<file path="src/hw/rtl/tks_pkg.sv">
// Package for the tagged key sorter: sizes, word types and cell control.
// No dependencies; imported by tks_cell and tagged_key_sorter_unit.
`default_nettype none
package tks_pkg;

  localparam int ENTRY_COUNT = 8;
  localparam int KEY_W       = 8;
  localparam int TAG_W       = 8;
  localparam int RANK_W      = 3;
  localparam int IDX_W       = (ENTRY_COUNT > 1) ? $clog2(ENTRY_COUNT) : 1;

  typedef struct packed {
    logic [KEY_W-1:0] key;
    logic [TAG_W-1:0] tag;
  } entry_t;

  typedef struct packed {
    logic             insert;
    logic             shift;
    logic [KEY_W-1:0] key;
    logic [TAG_W-1:0] tag;
  } cell_ctrl_t;

endpackage
`default_nettype wire

</file>
<file path="src/hw/rtl/tks_cell.sv">
// One cell of the sorter chain: holds one key/tag entry.
// Depends on tks_pkg. Inserts by strict greater-than, shifts down on unload.
`default_nettype none
module tks_cell import tks_pkg::*; (
  input  logic       clk_i,
  input  cell_ctrl_t ctrl_i,
  input  logic       occ_i,
  input  entry_t     left_i,
  input  logic       left_gt_i,
  input  entry_t     right_i,
  output entry_t     entry_o,
  output logic       gt_o
);

  entry_t entry_q, entry_d;

  assign gt_o = occ_i && (entry_q.key > ctrl_i.key);

  always_comb begin
    entry_d = entry_q;
    if (ctrl_i.shift) begin
      entry_d = right_i;
    end else if (ctrl_i.insert && (gt_o || !occ_i)) begin
      if (left_gt_i) begin
        entry_d = left_i;
      end else begin
        entry_d.key = ctrl_i.key;
        entry_d.tag = ctrl_i.tag;
      end
    end
  end

  always_ff @(posedge clk_i) begin
    entry_q <= entry_d;
  end

  assign entry_o = entry_q;

endmodule
`default_nettype wire

</file>
<file path="src/hw/rtl/tagged_key_sorter_unit.sv">
// Top level of the tagged key sorter: chain of tks_cell plus load/unload control.
// Depends on tks_pkg and tks_cell.
//
// Each accepted word (start_i high, busy_o low) is inserted into the cell chain
// and kept in ascending key order; equal keys stay in load order. The word
// that completes a set of ENTRY_COUNT starts the unload: the set's ENTRY_COUNT
// results come out one per cycle with result_valid_o high, smallest key first,
// while the chain shifts down one cell per cycle and busy_o stays high. Words
// are taken one per cycle while busy_o is low; results leave one per cycle
// through cell 0. Results are shown for exactly one cycle; the receiver
// cannot stall them.
`default_nettype none
module tagged_key_sorter_unit import tks_pkg::*; (
  input  logic              clk_i,
  input  logic              rst_ni,
  input  logic              start_i,
  output logic              busy_o,
  input  logic [KEY_W-1:0]  compare_value_i,
  input  logic [TAG_W-1:0]  pin_tag_i,
  output logic              result_valid_o,
  output logic [KEY_W-1:0]  sorted_value_o,
  output logic [TAG_W-1:0]  sorted_tag_o,
  output logic [RANK_W-1:0] rank_o,
  output logic              last_of_run_o
);

  localparam logic [IDX_W-1:0] LAST_IDX = IDX_W'(ENTRY_COUNT - 1);

  logic             emit_q, emit_d;
  logic [IDX_W-1:0] count_q, count_d;
  logic [IDX_W-1:0] emit_cnt_q, emit_cnt_d;
  logic             accept;
  cell_ctrl_t       ctrl;

  entry_t entries [ENTRY_COUNT];
  logic   gts     [ENTRY_COUNT];

  assign accept      = start_i && !emit_q;
  assign ctrl.insert = accept;
  assign ctrl.shift  = emit_q;
  assign ctrl.key    = compare_value_i;
  assign ctrl.tag    = pin_tag_i;

  for (genvar i = 0; i < ENTRY_COUNT; i++) begin : g_cell
    entry_t left_e, right_e;
    logic   left_gt, occ;

    assign occ = (IDX_W'(i) < count_q);

    if (i == 0) begin : g_first
      assign left_e  = entries[i];
      assign left_gt = 1'b0;
    end else begin : g_mid
      assign left_e  = entries[i-1];
      assign left_gt = gts[i-1];
    end

    if (i == ENTRY_COUNT - 1) begin : g_last
      assign right_e = entries[i];
    end else begin : g_inner
      assign right_e = entries[i+1];
    end

    tks_cell u_cell (
      .clk_i     (clk_i),
      .ctrl_i    (ctrl),
      .occ_i     (occ),
      .left_i    (left_e),
      .left_gt_i (left_gt),
      .right_i   (right_e),
      .entry_o   (entries[i]),
      .gt_o      (gts[i])
    );
  end

  always_comb begin
    emit_d     = emit_q;
    count_d    = count_q;
    emit_cnt_d = emit_cnt_q;
    if (emit_q) begin
      if (emit_cnt_q == LAST_IDX) begin
        emit_d = 1'b0;
      end else begin
        emit_cnt_d = emit_cnt_q + IDX_W'(1);
      end
    end else if (accept) begin
      if (count_q == LAST_IDX) begin
        count_d    = '0;
        emit_d     = 1'b1;
        emit_cnt_d = '0;
      end else begin
        count_d = count_q + IDX_W'(1);
      end
    end
  end

  always_ff @(posedge clk_i or negedge rst_ni) begin
    if (!rst_ni) begin
      emit_q     <= 1'b0;
      count_q    <= '0;
      emit_cnt_q <= '0;
    end else begin
      emit_q     <= emit_d;
      count_q    <= count_d;
      emit_cnt_q <= emit_cnt_d;
    end
  end

  assign busy_o         = emit_q;
  assign result_valid_o = emit_q;
  assign sorted_value_o = entries[0].key;
  assign sorted_tag_o   = entries[0].tag;
  assign rank_o         = RANK_W'(emit_cnt_q);
  assign last_of_run_o  = emit_q && (emit_cnt_q == LAST_IDX);

  a_set_starts_run: assert property (@(posedge clk_i) disable iff (!rst_ni)
    (accept && count_q == LAST_IDX) |=> (result_valid_o && rank_o == '0))
    else $error("run did not start after a full set");

  a_last_frees: assert property (@(posedge clk_i) disable iff (!rst_ni)
    last_of_run_o |=> !busy_o)
    else $error("busy held after last result");

  a_rank_steps: assert property (@(posedge clk_i) disable iff (!rst_ni)
    (result_valid_o && !last_of_run_o) |=>
      (result_valid_o && rank_o == RANK_W'($past(rank_o) + RANK_W'(1))))
    else $error("rank did not advance");

  a_ascending: assert property (@(posedge clk_i) disable iff (!rst_ni)
    (result_valid_o && !last_of_run_o) |=> (sorted_value_o >= $past(sorted_value_o)))
    else $error("results out of order");

endmodule
`default_nettype wire

</file>
<file path="config.mk">
export PLATFORM = sky130hd
export DESIGN_NAME = tagged_key_sorter_unit
export DESIGN_NICKNAME = d
export VERILOG_FILES = /design/src/hw/rtl/tks_pkg.sv /design/src/hw/rtl/tks_cell.sv /design/src/hw/rtl/tagged_key_sorter_unit.sv
export SDC_FILE = /design/constraint.sdc
export NUM_CORES = 1
export LEC_CHECK = 0
export ABC_AREA = 1
export BUFFER_PORTS_ARGS = -buffer_cell sky130_fd_sc_hd__buf_2
export CORE_MARGIN = 2
export CORE_UTILIZATION = 25
export CTS_CLUSTER_DIAMETER = 150
export DETAILED_ROUTE_END_ITERATION = 8
export HOLD_SLACK_MARGIN = 0.06
export PLACE_DENSITY = 0.41
export RECOVER_POWER = 25
export SETUP_SLACK_MARGIN = 0.3
export SYNTH_ARGS = -nofsm -noshare
export SYNTH_HDL_FRONTEND = slang
export SYNTH_SLANG_ARGS = --single-unit
</file>
<file path="constraint.sdc">
create_clock -name clk_i -period 7.9 [get_ports clk_i]
set_input_delay 1.58 -clock clk_i [delete_from_list [all_inputs] [get_ports clk_i]]
set_output_delay 1.58 -clock clk_i [all_outputs]
set_load 0.1 [all_outputs]
</file>
; Word level (Yosys, flattened, before mapping)
; Index checks and enable logic that the tools add are counted.
[classes]
order_cmp = 16
div_mod_pow = 0
bitwise = 1
reduce_logical = 47
n_mux = 30
addsub = 2
multipliers = 0
shifts = 0
n_eq_ne = 3
[ops]
columns = cell, count
row1 = $mux 16, 21
row2 = $gt 8x8->1, 8
row3 = $logic_and 1x1->1, 18
row4 = $reduce_bool 2->1, 9
row5 = $mux 3, 5
row6 = $lt 3x3->1 const A, 4
row7 = $logic_not 1->1, 9
row8 = $logic_or 1x1->1, 8
row9 = $add 3x1->3 const B, 2
row10 = $eq 3x3->1 const B, 2
row11 = $lt 1x3->1 const A, 2
row12 = $lt 2x3->1 const A, 2
row13 = $mux 1, 4
row14 = $reduce_and 2->1, 2
row15 = $reduce_and 3->1, 1
row16 = $ne 2x2->1 const B, 1
row17 = $not 1->1, 1
[totals]
ram_bits = 0
mem_count = 0
romBits = 0
word_cells = 118
input_bits = 19
out_inout_bits = 22
latchBits = 0
ff_bits = 135

; Depth between registers and ports, before layout
[depth]
depth_word = 6
depth_mapped = 14
ltp_nobuf = 13

; Hierarchy
; From an unflattened synthesis, not the netlist that was laid out.
[unflattened]
hier_cells = 1051
area_unflattened_um2 = 8770.9
[modules_own_cells]
columns = module, area_each_um2, n_inst, seq_area_each_um2, cells_per_inst
row1 = tks_cell, 1046.0, 8, 480.5, 125
row2 = tagged_key_sorter_unit, 402.9, 1, 175.2, 51

; Least setup slack after synthesis
; OpenSTA, ideal clock, no wires.
[synth_timing]
kind = input to register
startpoint = input port compare_value_i[7]
endpoint = register g_cell[2].u_cell.entry_q (netlist bit g_cell[2].u_cell.entry_o[0]) (enable)
cell_stages = 8
setup_time_ns = 0.411
t_required_ns = 7.489
setup_slack_ns = 3.557
n_path_buf = 0
arrival_time_ns = 3.932
path_cell_list = clkinv_1 > ha_1 > nand2_1 > nor2_2 > nand2_1 > nand2_2 > a21boi_0 > o21ai_0
[synth_via]
elab_chain_cells = 5
[synth_rtl]
columns = element, line_no
row1 = from (decl), tagged_key_sorter_unit.sv:18  ; input logic [KEY_W-1:0] compare_value_i,
row2 = $gt 8x8->1, tks_cell.sv:17  ; assign gt_o = occ_i && (entry_q.key > ctrl_i.key);
row3 = $logic_and 1x1->1, tks_cell.sv:17
row4 = $logic_or 1x1->1, tks_cell.sv:23  ; end else if (ctrl_i.insert && (gt_o || !occ_i)) begin
row5 = $logic_and 1x1->1, tks_cell.sv:23
row6 = $reduce_bool 2->1 (no source line), --
row7 = to (signal assigned), tks_cell.sv:34  ; entry_q <= entry_d;
row8 = to (decl), tks_cell.sv:15  ; entry_t entry_q, entry_d;
; No other way between the ends.
; A chain may end at the register's enable or synchronous reset.

; Worst setup path after layout
[layout_timing]
startpoint = register emit_q, in the netlist busy_o
endpoint = register emit_cnt_q[0], in the netlist rank_o[0]
[layout_via]
elab_chain_cells = 4
word_cells_on_any_way = 7
classes_between = 1 x eq/ne / 1 x mux / 5 x reduce/logical
[layout_rtl]
columns = element, line_no
row1 = from (decl), tagged_key_sorter_unit.sv:29  ; logic emit_q, emit_d;
row2 = from (signal assigned), tagged_key_sorter_unit.sv:103  ; emit_q <= emit_d;
row3 = $logic_not 1->1, tagged_key_sorter_unit.sv:38  ; assign accept = start_i && !emit_q;
row4 = $logic_and 1x1->1, tagged_key_sorter_unit.sv:38
row5 = $reduce_bool 2->1 (no source line), --
row6 = $reduce_and 3->1 (no source line), --
row7 = to (signal assigned), tagged_key_sorter_unit.sv:105  ; emit_cnt_q <= emit_cnt_d;
row8 = to (decl), tagged_key_sorter_unit.sv:31  ; logic [IDX_W-1:0] emit_cnt_q, emit_cnt_d;
; Several ways; a longest one is shown, not always the timed one.

==> flow_summary.json <==
{
  "row_count": 69,
  "synth-seq-cells": 135,
  "synthMuxAreaShare": 0,
  "finalSetupViolations": 0,
  "die_h_microns": 193,
  "clockRootBuffer": "clkbuf_16",
  "synth_top_family_by_area": "simple AND/OR/NAND/NOR gates",
  "synth.cell_area_sq_um": 8930,
  "crit_top_cell": "a21oi_1",
  "async_reset_ff_frac": 0.0519,
  "critPathRequiredTime_ns": 8.25,
  "via_per_inst": 4.45,
  "grt_max_degree": 78,
  "synth-seq-area-share": 0.450,
  "cp_max_fo": 57,
  "violations": "max-capacitance violations, max-slew violations",
  "gp_congestion": 0.733,
  "max_freq_ghz": 0.187,
  "outcome": "complete, but fails checks",
  "maxCapViolCount": 1,
  "cp-start-kind": "flop",
  "cts.clk_slew.worst_paths_ns": 0.06,
  "layout_min_cycle_time_ns": 5.34,
  "worstMarginPinSlew_ns": 1.88,
  "cts_made_buffers": 17,
  "initial_core_util": 0.252,
  "synth_edf_count": 128,
  "vias": 7073,
  "drt.antenna.violating_nets": 0,
  "synthXorXnorAreaFrac": 0,
  "post_cts_resized": 0,
  "critical-path-top-delay-family": "buffers and inverters",
  "timing.hold.ws_ns": 0.516,
  "grt_pass1_wl_mm": 40.8,
  "ir_worst_vdd_uv": 126,
  "worstSetupPathType": "reg2reg",
  "area_growth_pct": 12.9,
  "cts_tree": "yes",
  "slowest_stage": "clkinvlp_2",
  "crit_chain": "clkinvlp_2 -> nand2_1 -> inv_2 -> a21oi_1 -> clkinv_1 -> a21oi_1",
  "hold_buffers": 0,
  "numClockSinks": 135,
  "port_buffers": 40,
  "cts_setup_buffers": 0,
  "dieArea_sq_um": 37200,
  "syn_avg_cell_area_sq_um": 8.08,
  "leakage_nw": 4.69,
  "post-dp-hpwl_mm": 18.2,
  "yosys.area_share.simple": 0.322,
  "synth_fp_nets": 1184,
  "antenna_found_initial": 0,
  "skew_ns": 0.0132,
  "critPathMaxStageDelay_ns": 1.82,
  "nets": 1197,
  "grtUsageTotal": 0.139,
  "synthAdderAreaFrac": 0.0841,
  "hold_class": "reg2reg",
  "setup_tns_ns": 0,
  "firstDrtPassIters": 5,
  "routed_wl_mm": 24.5,
  "rsz0062_at_grt": "false",
  "drv_slew": 58,
  "fin_crit_sh": 0.677,
  "crit_arrival_ns": 5.69,
  "htreeDepth": 4,
  "drcViolationCount": 0,
  "synth-compound-area-share": 0.0481,
  "ys.warnings.count": 0,
  "die_x_microns": 193,
  "drive_gt1_frac": 0.0681,
  "core-area_sq_um": 35400,
  "power_density_nw_per_um2": 476,
  "syn_inst": 1105,
  "ios": 41,
  "finalHoldViolCount": 0,
  "drt-initial-drc-count": 467,
  "clockBufferDepth": 2,
  "wl_per_cell_microns": 15.4,
  "worstSkewPairLatency_ns": 0.43,
  "synthFlopType": "edfxtp_1",
  "antenna_cells": 0,
  "grt.overflow.total": 0,
  "critPathCaptureType": "flop",
  "critPathBufInv": 3,
  "grt_pass1_vias": 7294,
  "relSlewSlack": -0.254,
  "synth_cell_types": 30
}
[metal layers]
metal	routed length (microns)	GRT usage	part of all wire	vias up
met4	227	0.0318	0.0093	0
met5	0	0	0	-
met2	11000	0.227	0.45	106
li1	-	-	-	3735
met1	12600	0.193	0.51	3214
met3	711	0.0237	0.029	18
[through the flow]
step,utilization,area (sq um),setup WS [ns],instances,total power [mW]
floorplan,-,8930,3.56,1105,3.40
global placement,0.269,9510,3.48,1560,3.96
detailed placement,0.269,9510,3.44,1560,3.99
CTS,0.286,10100,3.90,1591,4.87
global route,0.285,10100,1.94,1591,5.22
finish,0.285,10100,2.56,1591,4.79
[cell usage in the layout, fill, tap and decap left out, types with 18 or more instances in the layout]
cell type  synthesis  layout
nand2_1          384     384
o21ai_0           27      21
nand4_1           97      97
ha_1              60      60
a21oi_1           21      21
clkbuf_1          23      37
nand3_1           99      99
inv_1            139     139
nor2_1            18      18
edfxtp_1         128     128
o21ai_1           16      22
[logic make-up after synthesis]
| family | Yosys count |
|---|---|
| AND/OR/NAND/NOR | 621 |
| flip-flops | 135 |
| buffers and inverters | 212 |
| adder cells (fa/ha/maj) | 60 |
| AO/OA/AOI/OAI | 77 |
[cell type report]
class	count	area [sq um]
clock buffer	17	425
clock inverter	14	198
fill	3865	25300
inverter	158	594
multi-input combinational	758	4050
sequential	135	4020
tap	461	577
timing repair buffer	48	214
[cells in the mapped netlist, drive strengths merged (6+ instances only)]
cell / n / area, sq um
nor2: 23 / 98.8
clkbuf: 23 / 86.3
nand3: 105 / 586
a21oi: 22 / 121
o21ai: 44 / 224
edfxtp: 128 / 3840
nand2: 390 / 1480
nand4: 103 / 708
inv: 151 / 567
dfrtp: 7 / 175
clkinv: 7 / 26.3
a21o: 6 / 45.0
ha: 60 / 751
buf: 31 / 176
[worst min-delay path, stage by stage, from the launching register on]
cell and delay [ns]:
edfxtp_1 0.32, nand2_1 0.05, nand2_1 0.05
[power breakdown]
part / total [mW] / switching [mW] / internal (mW) / leakage (nW)
registers: 1.65 / 0.303 / 1.35 / 1.37
clock network: 0.867 / 0.337 / 0.530 / 0.290
logic: 2.28 / 1.69 / 0.585 / 3.04
total: 4.79 / 2.33 / 2.46 / 4.69
[state kept, by name, summed over array words and instances, names as in the netlist]
name / flops
count_q: 3
busy_o: 1
rank_o: 3
g_cell.u_cell.entry_o: 128
[final timing paths]
kind | cells past startpoint | start | slack, ns | end
max in group asynchronous | 1 | rst_ni | 6.57 | rank_o[0]
min in group asynchronous | 1 | rst_ni | 1.05 | rank_o[2]
max reg2reg | 6 | busy_o | 2.56 | rank_o[0]
max | 6 | busy_o | 2.56 | rank_o[0]
min | 2 | g_cell[7].u_cell.entry_o[1] | 0.52 | g_cell[6].u_cell.entry_o[1]
min reg2reg | 2 | g_cell[7].u_cell.entry_o[1] | 0.52 | g_cell[6].u_cell.entry_o[1]
Power figures use the tool's default switching activity.
